<file path="src/rtl/tccg_pkg.sv">
package tccg_pkg;

    localparam int MAX_COLS   = 128;
    localparam int MAX_ROWS   = 64;
    localparam int COL_W      = $clog2(MAX_COLS);
    localparam int ROW_W      = $clog2(MAX_ROWS);
    localparam int CELL_AW    = COL_W + ROW_W;
    localparam int CHAR_W     = 8;
    localparam int CCOUNT_W   = 8;
    localparam int RCOUNT_W   = 7;
    localparam int CFG_IDX_W  = 1;
    localparam int CFG_DATA_W = 8;
    localparam int OUTQ_DEPTH = 4;
    localparam int OUTQ_AW    = $clog2(OUTQ_DEPTH);

    localparam logic [CFG_IDX_W-1:0] CFG_COLUMN_COUNT = 1'd0;
    localparam logic [CFG_IDX_W-1:0] CFG_ROW_COUNT    = 1'd1;

    localparam logic [CCOUNT_W-1:0] COLS_RESET = 8'd80;
    localparam logic [RCOUNT_W-1:0] ROWS_RESET = 7'd25;

    localparam logic [CHAR_W-1:0] CH_SPACE    = 8'd32;
    localparam logic [CHAR_W-1:0] CH_NL       = 8'd10;
    localparam logic [CHAR_W-1:0] CH_CR       = 8'd13;
    localparam logic [CHAR_W-1:0] CH_TAB      = 8'd9;
    localparam logic [CHAR_W-1:0] CH_BS       = 8'd8;
    localparam logic [CHAR_W-1:0] CH_PRINT_LO = 8'd32;
    localparam logic [CHAR_W-1:0] CH_PRINT_HI = 8'd127;
    localparam logic [CCOUNT_W-1:0] TAB_STEP  = 8'd4;

    typedef enum logic [1:0] {
        OP_PUT   = 2'd0,
        OP_CLEAR = 2'd1,
        OP_HOME  = 2'd2,
        OP_READ  = 2'd3
    } op_t;

    typedef struct packed {
        op_t               op;
        logic [CHAR_W-1:0] char_code;
        logic [COL_W-1:0]  read_col;
        logic [ROW_W-1:0]  read_row;
    } in_item_t;

    typedef struct packed {
        logic              draw_valid;
        logic [COL_W-1:0]  draw_col;
        logic [ROW_W-1:0]  draw_row;
        logic [CHAR_W-1:0] draw_char;
        logic              full_redraw;
        logic              present_request;
        logic [COL_W-1:0]  cursor_col;
        logic [ROW_W-1:0]  cursor_row;
        logic [CHAR_W-1:0] read_char;
    } out_item_t;

    // one transaction between the front end and the cell stage
    typedef struct packed {
        logic              rd;
        logic              oob;
        logic              blank;
        logic              wr;
        logic              fresh;
        logic [ROW_W-1:0]  row;
        logic [COL_W-1:0]  col;
        logic              dv;
        logic [COL_W-1:0]  dc;
        logic [ROW_W-1:0]  dr;
        logic [CHAR_W-1:0] dch;
        logic              redraw;
        logic              present;
        logic [COL_W-1:0]  cur_col;
        logic [ROW_W-1:0]  cur_row;
    } stage_t;

endpackage

</file>
<file path="src/rtl/tccg_front.sv">
module tccg_front (
    input  logic                           clk,
    input  logic                           rst_n,
    input  logic                           cfg_we,
    input  logic [tccg_pkg::CFG_IDX_W-1:0] cfg_index,
    input  logic [tccg_pkg::CFG_DATA_W-1:0] cfg_data,
    input  logic                           accept,
    input  tccg_pkg::in_item_t             item,
    output logic                           chars_we,
    output logic [tccg_pkg::CELL_AW-1:0]   chars_waddr,
    output logic [tccg_pkg::CHAR_W-1:0]    chars_wdata,
    output logic                           chars_re,
    output logic [tccg_pkg::CELL_AW-1:0]   chars_raddr,
    output logic                           marks_re,
    output logic [tccg_pkg::ROW_W-1:0]     marks_raddr,
    output logic                           stage_valid,
    output tccg_pkg::stage_t               stage
);

    import tccg_pkg::*;

    localparam logic [CCOUNT_W-1:0] COLS_LIMIT = CCOUNT_W'(MAX_COLS);
    localparam logic [RCOUNT_W-1:0] ROWS_LIMIT = RCOUNT_W'(MAX_ROWS);

    function automatic logic [CCOUNT_W-1:0] eff_cols(input logic [CCOUNT_W-1:0] n);
        logic [CCOUNT_W-1:0] r;
        if (n == '0)
            r = CCOUNT_W'(1);
        else if (n > COLS_LIMIT)
            r = COLS_LIMIT;
        else
            r = n;
        return r;
    endfunction

    function automatic logic [RCOUNT_W-1:0] eff_rows(input logic [RCOUNT_W-1:0] n);
        logic [RCOUNT_W-1:0] r;
        if (n == '0)
            r = RCOUNT_W'(1);
        else if (n > ROWS_LIMIT)
            r = ROWS_LIMIT;
        else
            r = n;
        return r;
    endfunction

    logic [CCOUNT_W-1:0] cfg_cols_reg, cfg_cols_next;
    logic [RCOUNT_W-1:0] cfg_rows_reg, cfg_rows_next;
    logic [COL_W-1:0]    cur_col_reg, cur_col_next;
    logic [ROW_W-1:0]    cur_row_reg, cur_row_next;
    logic [ROW_W-1:0]    top_reg, top_next;
    logic [MAX_ROWS-1:0] blank_reg, blank_next;
    logic                stage_valid_reg;
    stage_t              stage_reg, stage_next;

    logic [CCOUNT_W-1:0] cols_eff, new_cols_eff, cols_m1;
    logic [RCOUNT_W-1:0] rows_eff, new_rows_eff, rows_m1;
    logic [COL_W-1:0]    clamp_col;
    logic [ROW_W-1:0]    clamp_row;

    logic [CCOUNT_W-1:0] col_n;
    logic [ROW_W:0]      row_n;
    logic                act, wr, rd, scroll, clear, present;
    logic [COL_W-1:0]    wcol;
    logic [CHAR_W-1:0]   wch;
    logic [ROW_W-1:0]    p_w, p_r, blank_idx;

    assign cols_eff = eff_cols(cfg_cols_reg);
    assign rows_eff = eff_rows(cfg_rows_reg);

    // register write: new size, cursor pulled inside it
    always_comb
    begin
        cfg_cols_next = cfg_cols_reg;
        cfg_rows_next = cfg_rows_reg;
        if (cfg_index == CFG_COLUMN_COUNT)
            cfg_cols_next = cfg_data[CCOUNT_W-1:0];
        if (cfg_index == CFG_ROW_COUNT)
            cfg_rows_next = cfg_data[RCOUNT_W-1:0];
        new_cols_eff = eff_cols(cfg_cols_next);
        new_rows_eff = eff_rows(cfg_rows_next);
        cols_m1 = new_cols_eff - 1'b1;
        rows_m1 = new_rows_eff - 1'b1;
        clamp_col = ({1'b0, cur_col_reg} >= new_cols_eff) ? cols_m1[COL_W-1:0] : cur_col_reg;
        clamp_row = ({1'b0, cur_row_reg} >= new_rows_eff) ? rows_m1[ROW_W-1:0] : cur_row_reg;
    end

    always_comb
    begin
        col_n   = {1'b0, cur_col_reg};
        row_n   = {1'b0, cur_row_reg};
        act     = 1'b0;
        wr      = 1'b0;
        rd      = 1'b0;
        scroll  = 1'b0;
        clear   = 1'b0;
        present = 1'b0;
        wcol    = cur_col_reg;
        wch     = CH_SPACE;
        top_next = top_reg;
        p_w = top_reg + cur_row_reg;
        p_r = top_reg + item.read_row;

        case (item.op)
            OP_PUT:
            begin
                act = 1'b1;
                case (item.char_code)
                    CH_NL:
                    begin
                        col_n   = '0;
                        row_n   = row_n + 1'b1;
                        present = 1'b1;
                    end
                    CH_CR:
                    begin
                        col_n = '0;
                    end
                    CH_TAB:
                    begin
                        col_n = (col_n + TAB_STEP) & ~(TAB_STEP - 8'd1);
                    end
                    CH_BS:
                    begin
                        if (cur_col_reg != '0)
                        begin
                            col_n = col_n - 1'b1;
                            wr    = 1'b1;
                            wcol  = cur_col_reg - 1'b1;
                            wch   = CH_SPACE;
                        end
                    end
                    default:
                    begin
                        if (item.char_code inside {[CH_PRINT_LO:CH_PRINT_HI]})
                        begin
                            wr    = 1'b1;
                            wcol  = cur_col_reg;
                            wch   = item.char_code;
                            col_n = col_n + 1'b1;
                        end
                        else
                        begin
                            act = 1'b0;
                        end
                    end
                endcase
                if (act)
                begin
                    if (col_n >= cols_eff)
                    begin
                        col_n = '0;
                        row_n = row_n + 1'b1;
                    end
                    if (row_n >= rows_eff)
                    begin
                        scroll   = 1'b1;
                        top_next = top_reg + 1'b1;
                        row_n    = rows_eff - 1'b1;
                    end
                end
            end
            OP_CLEAR:
            begin
                clear    = 1'b1;
                present  = 1'b1;
                top_next = '0;
                col_n    = '0;
                row_n    = '0;
            end
            OP_HOME:
            begin
                col_n = '0;
                row_n = '0;
            end
            OP_READ:
            begin
                rd = 1'b1;
            end
            default:
            begin
                act = 1'b0;
            end
        endcase

        cur_col_next = col_n[COL_W-1:0];
        cur_row_next = row_n[ROW_W-1:0];
        blank_idx = top_next + row_n[ROW_W-1:0];

        blank_next = blank_reg;
        if (wr)
            blank_next[p_w] = 1'b0;
        if (scroll)
            blank_next[blank_idx] = 1'b1;
        if (clear)
            blank_next = '1;
    end

    always_comb
    begin
        stage_next = '0;
        stage_next.rd      = rd;
        stage_next.wr      = wr;
        stage_next.oob     = ({1'b0, item.read_col} >= cols_eff) ||
                             ({1'b0, item.read_row} >= rows_eff);
        stage_next.blank   = blank_reg[p_r];
        stage_next.fresh   = blank_reg[p_w];
        stage_next.row     = wr ? p_w : p_r;
        stage_next.col     = wr ? wcol : item.read_col;
        stage_next.dv      = wr;
        stage_next.dc      = wr ? wcol : '0;
        stage_next.dr      = wr ? cur_row_reg : '0;
        stage_next.dch     = wr ? wch : '0;
        stage_next.redraw  = scroll | clear;
        stage_next.present = present;
        stage_next.cur_col = cur_col_next;
        stage_next.cur_row = cur_row_next;
    end

    assign chars_we    = accept & wr;
    assign chars_waddr = {p_w, wcol};
    assign chars_wdata = wch;
    assign chars_re    = accept & rd;
    assign chars_raddr = {p_r, item.read_col};
    assign marks_re    = accept & (wr | rd);
    assign marks_raddr = wr ? p_w : p_r;

    always_ff @(posedge clk or negedge rst_n)
    begin
        if (!rst_n)
        begin
            cfg_cols_reg    <= COLS_RESET;
            cfg_rows_reg    <= ROWS_RESET;
            cur_col_reg     <= '0;
            cur_row_reg     <= '0;
            top_reg         <= '0;
            blank_reg       <= '1;
            stage_valid_reg <= 1'b0;
        end
        else
        begin
            stage_valid_reg <= accept;
            if (cfg_we)
            begin
                cfg_cols_reg <= cfg_cols_next;
                cfg_rows_reg <= cfg_rows_next;
                cur_col_reg  <= clamp_col;
                cur_row_reg  <= clamp_row;
            end
            else if (accept)
            begin
                cur_col_reg <= cur_col_next;
                cur_row_reg <= cur_row_next;
                top_reg     <= top_next;
                blank_reg   <= blank_next;
            end
        end
    end

    always_ff @(posedge clk)
    begin
        if (accept)
        begin
            stage_reg <= stage_next;
        end
    end

    assign stage_valid = stage_valid_reg;
    assign stage       = stage_reg;

endmodule

</file>
<file path="config.mk">
export PLATFORM = sky130hd
export DESIGN_NAME = tccg_front
export DESIGN_NICKNAME = d
export VERILOG_FILES = /design/src/rtl/tccg_pkg.sv /design/src/rtl/tccg_front.sv
export SDC_FILE = /design/constraint.sdc
export NUM_CORES = 1
export LEC_CHECK = 0
export BUFFER_PORTS_ARGS = -buffer_cell sky130_fd_sc_hd__buf_2
export CELL_PAD_IN_SITES_DETAIL_PLACEMENT = 0
export CELL_PAD_IN_SITES_GLOBAL_PLACEMENT = 1
export CORE_MARGIN = 3
export CORE_UTILIZATION = 46
export DETAILED_ROUTE_END_ITERATION = 6
export MAX_ROUTING_LAYER = met4
export PLACE_DENSITY_LB_ADDON = 0.1
export SETUP_SLACK_MARGIN = 0.2
export SYNTH_ARGS = -nofsm -noshare
export SYNTH_HDL_FRONTEND = slang
export SYNTH_SLANG_ARGS = --single-unit
</file>
<file path="constraint.sdc">
create_clock -name clk -period 8.28 [get_ports clk]
set_clock_uncertainty 0.2 [all_clocks]
set_input_delay 1.656 -clock clk [delete_from_list [all_inputs] [get_ports clk]]
set_output_delay 1.656 -clock clk [all_outputs]
set_load 0.05 [all_outputs]
</file>
## Word level (Yosys, flattened, before mapping)

Cells that the tools add are included.

- Register bits: 153
- Bits of input ports: 36
- Output and inout port bits: 99
- Word-level logic and storage cells: 153

- Add/subtract/negate cells: 13
- Order comparisons: 17
- Equal/unequal tests: 9
- Multiplexer cells: 66
- Bitwise logic cells: 9
- Reductions and logical operators: 18

Operators by type and width:

| cell | count |
|---|---|
| two-way mux 64 bit | 3 |
| two-way mux 7 bit | 19 |
| two-way mux 8 bit | 11 |
| AND 64 bit | 1 |
| inverter 64 bit | 1 |
| OR 64 bit | 1 |
| two-way mux 6 bit | 8 |
| == test 8 x 4 -> 1 bit, second input constant | 4 |
| case mux 6 bit (2 select lines) | 2 |
| case mux 8 bit (3 select lines) | 1 |
| < comparator 6 x 7 -> 1 bit, second input constant | 3 |
| adder 6 bit | 3 |
| greater-or-equal comparator 7 x 8 -> 1 bit | 2 |
| greater-than comparator 8 bit, second input constant | 2 |
| zero test 8 bit | 2 |
| two-way mux 1 bit | 15 |
| greater-or-equal comparator 6 x 7 -> 1 bit | 2 |
| greater-than comparator 7 bit, second input constant | 2 |
| zero test 7 bit | 2 |
| case mux 7 bit (2 select lines) | 1 |
| subtractor 7 x 1 -> 7 bit, second input constant | 2 |
| binary-select mux 1 bit (select 6 bit) | 2 |
| demux 1 bit (select 6 bit) | 2 |
| greater-or-equal comparator 6 x 1 -> 1 bit, second input constant | 2 |
| 27 further kinds | 39 |

## Depth between registers and ports, before layout

Gate-level depths: netlist (run 1).

- Depth in word-level cells: 21
- Depth in mapped cells: 35
- Mapped depth without buffers: 32

## Least setup slack after synthesis (run 1)

Ideal clock, no wire load.

- Kind: input to register
- Start: input item[20] (netlist bit)
- End: register blank_reg[12]
- Library setup time: 0.091 ns
- Data arrival time: 8.407 ns
- Data required time: 7.989 ns
- Slack: -0.418 ns
- Stages on the path: 32
- Path buffers: 3
- Cell sequence: or3b_1 > buf_2 > or4_1 > clkbuf_1 > nor2_1 > nor2_1 > o21ai_0 > inv_1 > ha_1 > nand2b_1 > a2111o_1 > a311o_1 > nand4_1 > nor2_1 > xnor2_1 > ha_1 > a21o_1 > a221o_1 > a21oi_1 > mux2_2 > o22ai_1 > ha_1 > inv_1 > fa_1 > nor2b_1 > o21ai_0 > nand2b_1 > xnor2_1 > xnor2_1 > nand3_1 > buf_2 > o31ai_1

- Word-level cells in the longest chain between the ends: 21
- Elaborated cells on any way between the ends: 45
- Classes of those cells: 2 x add/sub; 6 x order compare; 4 x eq/ne; 27 x mux; 1 x bitwise; 5 x reduce/logical

Ends and longest elaborated chain:

| element | line | text |
|---|---|---|
| start, declared | tccg_front.sv:8 | `input tccg_pkg::in_item_t item,` |
| greater-or-equal comparator 8 x 6 -> 1 bit or <= comparator 8 x 7 -> 1 bit (tied branches) | tccg_front.sv:135 | `if (item.char_code inside {[CH_PRINT_LO:CH_PRINT_HI]})` |
| logical AND 1 bit | tccg_front.sv:135 |  |
| two-way mux 8 bit | tccg_front.sv:135 |  |
| case mux 8 bit (3 select lines) | tccg_front.sv:108 | `case (item.char_code)` |
| two-way mux 8 bit | tccg_front.sv:104 | `case (item.op)` |
| greater-or-equal comparator 8 bit | tccg_front.sv:150 | `if (col_n >= cols_eff)` |
| two-way mux 7 bit | tccg_front.sv:150 |  |
| two-way mux 7 bit | tccg_front.sv:148 | `if (act)` |
| [5 not listed] | -- |  |
| net row_n[0] | tccg_front.sv:62 | `logic [ROW_W:0] row_n;` |
| adder 6 bit * | tccg_front.sv:188 | `blank_idx = top_next + row_n[ROW_W-1:0];` |
| < comparator 6 x 7 -> 1 bit (implied by the code) or greater-or-equal comparator 6 x 1 -> 1 bit (tied branches) | tccg_front.sv:194 | `blank_next[blank_idx] = 1'b1;` |
| logical AND 1 bit (implied by the code) | tccg_front.sv:194 |  |
| two-way mux 1 bit (implied by the code) | tccg_front.sv:194 |  |
| demux 1 bit (select 6 bit) * | tccg_front.sv:194 |  |
| OR 64 bit (no source line) * | -- |  |
| two-way mux 64 bit * | tccg_front.sv:193 | `if (scroll)` |
| two-way mux 64 bit * | tccg_front.sv:195 | `if (clear)` |
| end signal, assigned | tccg_front.sv:255 | `blank_reg <= blank_next;` |
| end, declared | tccg_front.sv:52 | `logic [MAX_ROWS-1:0] blank_reg, blank_next;` |

Mark *: on every way through the listed nets, which the timed path passes. The rest lies on a longest branch. The select of a mux whose other input is x is not followed.
A chain may end at the register's enable or synchronous reset.

## Final worst setup path (run 1)

- Start: input item[17] (netlist bit)
- End: register blank_reg[13]

Same word-level chain as after synthesis.

==> metrics.txt, run 1 <==
synthesized area per cell=9.57 sq um; Min-Delay Path Class=flip-flop to flip-flop; unrepaired setup endpoints after global routing=yes; worst-path maximum fanout=8; CP max stage delay=0.53 ns; final setup vio count=0; status=finished clean; vias in the first global route=9,637; core area=23,700 sq um; Die ar.=26,200 sq um; placed instance count=1,642; relative slew slack=20.6%; I/O Pins=135; Post-synth top flop=dfstp_2; Largest register FFs=64; Worst Setup End Kind=flip-flop; area leader, netlist=dfstp_2; GPL Wtd Cong=0.976; ANT cells=0; Max stage delay cell, worst path=or4_4; CP Launch Type=input port; Initial Util=47.1%; area share of the largest cell type after synthesis=16.2%; CTS Buffer Depth=2; Seq/Total Area, Yosys=37.5%; VDD IR max=0.184 mV; GRT overflow=0; largest net degree at the start of global routing=65; CTS tree=yes; multi-input logic area=7070 sq um; Worst EP required=8.43 ns; CTS sink count=153; Worst Tran Pin Value=1.18 ns; Post-synth EDFFs=54; switching pwr=1.88 mW; Vias/cell=6.03; max-cap violation count=0; number of cell rows=56; Synth cell types=80; Clk Latency, worst-skew pair=0.44 ns; DRC=0; DRT iter0 DRCs=1,038; GRT Util Overall=29.6%; async set-or-reset flop fraction in the synthesized netlist=64.7%; nets=1,463; Clock transition at path regs=0.07 ns; sequential share of power=26.4%; Power Density=291 nW/um^2; detailed-route wire length=38,400 um; Clk pwr share=20.4%; Slew Limit Fails=0; Fillers=2,125; fin cells=1,689; sequential cell area=4190 sq um; Area contributors post-synth=dfstp_2 16%, edfxtp_1 15%, ha_1 7.5%, mux4_2 7.3%, dfrtp_1 6.7%; Syn Std Cell Area=11,200 sq um; Vias=10,200; post-DP HPWL=27,500 um; hold buffers post-CTS=0; Final WS setup=0.326 ns; Max Clock Freq=126 MHz; total CTS buffers=17; sw frac=46.1%; first-pass GRT wire length=57,900 um; Yosys Warn Count=0; height of the chip=162 um; Die Wd=162 um; Lkg Pwr=5.72 nW; routed length per instance=22.7 um; P&R area growth vs syn=25.8%; H-tree levels=4; Final Power=4.09 mW; Post-Synthesis Cells=1,167; Min Hold Slack=0.348 ns; FF+latch count, synth=153; pre-CTS WS=-0.293 ns; final core occ=59.3%; synth cell count leaders=171 x nand2_1, 106 x a21oi_1, 69 x dfstp_2; fin crit period=7.95 ns; CP arrival=8.10 ns; First-pass DRT Iterations=5; top-count cell post-synth=nand2_1; most frequent CP cell=xnor2_1; final worst path period share=96.1%; Setup CP Type=input port to flip-flop; combinational share of power=53.2%; fraction of layout cells with a size suffix above 1=37.3%; clock root cell=clkbuf_16; initial antenna violation count=0; Int Power=2.20 mW; Routed Antenna Nets=0; Final Hold Vio Count=0; PortBufs=133
layer usage:
layer | vias to the layer above | share of wire (%) | track usage, %
li1 | 4680 | - | -
met1 | 4938 | 45 | 42.8
met2 | 497 | 45 | 44.3
met3 | 64 | 8.7 | 4.85
met4 | 0 | 1.8 | 6.36
met5 | - | 0 | -
final timing paths:
check	slack, ns	cells after the start	to	start
worst max-delay path	0.33	32	blank_reg[13]	item[17]
worst min-delay path	0.35	2	blank_reg[23]	blank_reg[23]
worst max register to register	1.08	32	blank_reg[13]	cur_col_reg[2]
worst min register to register	0.35	2	blank_reg[23]	blank_reg[23]
max in group asynchronous	5.60	2	cur_row_reg[2]	rst_n
min in group asynchronous	1.00	1	stage_valid	rst_n
critical path: cells and delay by family:
| kind | cells | cell delay, ns |
|---|---|---|
| multiplexers | 1 | 0.33 |
| AO/OA/AOI/OAI | 8 | 1.91 |
| XOR/XNOR | 3 | 0.43 |
| AND/OR/NAND/NOR | 10 | 1.97 |
| adder cells (fa/ha/maj) | 4 | 1.07 |
| buffers and inverters | 6 | 0.73 |
area by class of cell:
cell class                 count  share of cell area, %
multi-input combinational    905                   50.4
sequential                   153                   29.8
timing repair buffer         246                   11.8
clock buffer                  17                   3.03
tap                          319                   2.84
clock inverter                15                   1.27
inverter                      34                  0.909
through the flow:
step	area [sq um]	setup TNS, ns
after floorplan	11300	0
after global placement	12800	-5.26
after detailed placement	12800	-10.61
after CTS	13400	0
after global routing	14000	0
final	14000	0
logic make-up (layout without fill, tap and decap cells):
family | Yosys count | after routing | share of synthesized area, %
flip-flops | 153 | 153 | 37.5
XOR/XNOR | 48 | 48 | 3.90
other | 1 | 2 | 0.0336
AO/OA/AOI/OAI | 317 | 317 | 18.0
multiplexers | 85 | 85 | 12.1
AND/OR/NAND/NOR | 383 | 383 | 16.1
adder cells (fa/ha/maj) | 70 | 70 | 8.05
buffers and inverters | 110 | 312 | 4.29
power groups by stage:
stage / Clock, mW / Sequential [mW] / Combinational (mW)
after CTS: 0.844 / 1.07 / 2.03
after detailed placement: 0 / 1.09 / 2.02
after global placement: 0 / 1.08 / 2.02
after global routing: 0.871 / 1.09 / 2.33
after floorplan: 0 / 1.13 / 1.34
final: 0.834 / 1.08 / 2.17
placed cells by master, fill, tap and decap left out, drive strengths merged, types with 23 or more instances in the layout:
master | netlist | routed
o31ai | 40 | 40
nand3 | 23 | 23
buf | 28 | 243
dfrtp | 30 | 30
o21ai | 69 | 69
mux2 | 41 | 41
edfxtp | 54 | 54
xnor2 | 32 | 32
dfstp | 69 | 69
inv | 31 | 41
ha | 67 | 67
nand2 | 171 | 171
nor2 | 68 | 68
a21o | 29 | 29
mux4 | 36 | 36
a21oi | 106 | 106
timing repair:
action | 4_1_cts | 5_1_grt
pin swaps | 0 | 24
resized for setup | 3 | 88
setup endpoints to repair | 16 | 64
cloned | 0 | 3
setup buffers | 0 | 12
No activity file was read; power rests on OpenSTA's default activity.
==> run 2: changes to the inputs <==
- ABC_AREA: unset -> 1
- CORE_UTILIZATION: 46 -> 45
- CTS_BUF_LIST: unset -> sky130_fd_sc_hd__clkbuf_2
==> run 2 against run 1 <==
  * Non-clock buffer count is 82 lower
  * Highest routed layer unchanged
  * Largest cell class unchanged
  * Critical path depth is 5 higher
  * Worst hold slack worse by 0.032 ns
==> metrics.txt, run 2 <==
CP Launch Point=item[16]; Power Density=311 nW/um^2 (+7.0%); Clk pwr share=12.0% (-8.4 points); Setup CP Type=input port to flip-flop; Post-synth EDFFs=54 (unchanged); largest net degree at the start of global routing=74 (+14%); Post-CTS Resized=0 (-3); most frequent cells in the layout=318 x nand2_1, 210 x a21oi_1, 182 x nor2_1, 181 x inv_1, 141 x o21ai_0; async set-or-reset flop fraction in the synthesized netlist=64.7% (unchanged); total CTS buffers=17 (unchanged); Clk Latency, worst-skew pair=0.76 ns (+0.32 ns); initial antenna violation count=1 (+1); worst-path maximum fanout=32 (+24); Critical Path Sink=blank_reg[31]; Worst Setup End Kind=flip-flop; Initial Util=46.1% (-1.1 points); synthesized area per cell=7.25 sq um (-24%); detailed-route wire length=42,600 um (+11%); CP max stage delay=0.40 ns (-0.13 ns); Post-synth top flop=dfstp_2; CTS Buffer Depth=2 (unchanged); I/O Pins=135 (unchanged); Min-Delay Path Class=flip-flop to flip-flop; Final Hold Vio Count=0 (unchanged); pre-CTS WS=0.382 ns (+0.675 ns); Finished Cell Area=13,300 sq um (-5.5%); Syn Std Cell Area=12,100 sq um (+8.5%); CTS tree=yes; PortBufs=133 (unchanged); Synth cell types=56 (-30%); H-tree levels=4 (unchanged); Yosys Warn Count=0 (unchanged); area share of the largest cell type after synthesis=15.0% (-1.3 points); Int Power=1.81 mW (-18%); sequential share of power=25.7% (-0.7 points); DRT iter0 DRCs=1,160 (+12%); unrepaired setup endpoints after global routing=no; Die ar.=28,900 sq um (+10%); core area=26,300 sq um (+11%); Max stage delay cell, worst path=fa_1; height of the chip=170 um (+5.1%); relative slew slack=14.3% (-6.3 points); Clock transition at path regs=0.26 ns (+0.19 ns); CP arrival=7.73 ns (-0.37 ns); First-pass DRT Iterations=5 (unchanged); fraction of layout cells with a size suffix above 1=19.3% (-18 points); Max Clock Freq=138 MHz (+9.9%); final setup vio count=0 (unchanged); Routed Antenna Nets=0 (unchanged); CTS sink count=153 (unchanged); final worst path period share=87.4% (-8.7 points); GPL Wtd Cong=0.919 (-5.9%); Critical R2R Launch=cur_col_reg[2]; FF+latch count, synth=153 (unchanged); clock root cell=clkbuf_2; synth cell count leaders=319 x nand2_1, 210 x a21oi_1, 183 x nor2_1; hold buffers post-CTS=0 (unchanged); first-pass GRT wire length=65,700 um (+14%); combinational share of power=62.3% (+9.1 points); Post-Synthesis Cells=1,671 (+43%); P&R area growth vs syn=9.63%; most frequent CP cell=inv_1; most common cell after layout, fill and taps aside=nand2_1; Worst EP required=8.77 ns (+0.34 ns); post-DP HPWL=30,200 um (+9.9%); nets=1,874 (+28%); top-count cell post-synth=nand2_1; number of cell rows=59 (+5.4%); CP Launch Type=input port; VDD IR max=0.347 mV (+88%); reg2reg end=blank_reg[31]; Vias/cell=5.69 (-5.5%); routed length per instance=20.1 um (-12%); Final Power=4.13 mW (+1.1%); Lkg Pwr=6.19 nW (+8.2%); Slew Limit Fails=0 (unchanged); post-place instance area=13,000 sq um (+1.7%); Area contributors post-synth=dfstp_2 15%, edfxtp_1 13%, nand2_1 9.9%, a21oi_1 8.7%, ha_1 6.9%; switching pwr=2.33 mW (+23%); vias in the first global route=11,200 (+17%); sum of negative setup slack=0 ns (unchanged); Die Wd=170 um (+5.1%); Largest register FFs=64 (unchanged); Worst R2R Path Depth=35 (+9.4%); Final WS setup=1.04 ns (+0.717 ns); status=finished clean; GRT Util Overall=30.0% (+0.44 points); FF-to-FF setup slack=1.32 ns (+0.24 ns); sw frac=56.3% (+10 points); Vias=12,100 (+18%); postcts setup bufs=0 (unchanged); Worst Tran Pin Value=1.27 ns (+0.0930 ns); max-cap violation count=0 (unchanged); Seq/Total Area, Yosys=34.6% (-2.9 points); area leader, netlist=dfstp_2; Min Hold Slack=0.316 ns (-0.0318 ns); DRC=0 (unchanged); GRT overflow=0 (unchanged); fin crit period=7.24 ns (-0.717 ns)
run 2: changes by cell type after synthesis, sizes merged, moves of 72 or more:
cell,delta
a21oi,+104
inv,+168
nand2,+168
nand4,+72
nor2,+128
o21ai,+81
run 2: how the worst min path moves through the flow:
stage / start / to / slack (ns) / cells past startpoint
after floorplan: cfg_cols_reg[5] / cfg_cols_reg[5] / 0.27 / 2
after global placement: cfg_cols_reg[6] / cfg_cols_reg[6] / 0.29 / 2
after detailed placement: cfg_cols_reg[6] / cfg_cols_reg[6] / 0.29 / 2
after CTS: cfg_cols_reg[6] / cfg_cols_reg[6] / 0.32 / 2
after global routing: blank_reg[4] / blank_reg[4] / 0.34 / 2
final: cfg_cols_reg[6] / cfg_cols_reg[6] / 0.32 / 2
run 2: final cells by class:
cell class	instances	area (sq um)
diodes	2	5.00
clock buffers	18	90.1
clock inverters	14	170
fillers	2635	13000
inverters	205	769
multi-input cells	1227	6740
flip-flops and latches	153	4190
well taps	335	419
repair buffers	164	901
run 2: logic make-up after synthesis:
family	count (synthesis)	share of synthesized area, %
buffers and inverters	292	10.1
DFF	153	34.6
AOI/OAI and AO/OA	433	19.4
and+or+nand+nor	687	25.7
adders and majority gates	70	7.42
muxes	7	0.651
xor gates and xnor gates	28	2.18
other	1	0.0310
run 2: metrics by stage:
stage | cells | utilization [%]
2_1_floorplan | 1672 | -
3_3_place_gp | 2084 | 49.5
3_5_place_dp | 2084 | 49.5
4_1_cts | 2116 | 50.5
5_1_grt | 2118 | 50.5
6_report | 2118 | 50.5
run 2: worst max-delay path, delay by kind of cell:
kind,cells,cell delay [ns]
and+or+nand+nor,12,1.80
xor gates and xnor gates,2,0.31
AOI/OAI and AO/OA,10,1.44
adders and majority gates,4,1.26
buffers and inverters,9,1.25
run 2: routing by layer:
layer	routed length [um]	vias to the layer above	part of all wire [%]	GRT usage (%)
li1	-	5829	-	-
met1	19700	5600	46	43.6
met2	18600	584	44	44.7
met3	3800	49	8.9	4.79
met4	520	0	1.2	5.86
met5	0	-	0	-
run 2: power by group through the flow:
stage | clock, mW | sequential (mW) | combinational [mW]
finish | 0.495 | 1.06 | 2.57
global placement | 0 | 1.07 | 2.52
detailed placement | 0 | 1.08 | 2.52
floorplan | 0 | 1.14 | 1.74
CTS | 0.502 | 1.06 | 2.54
global route | 0.529 | 1.08 | 2.80
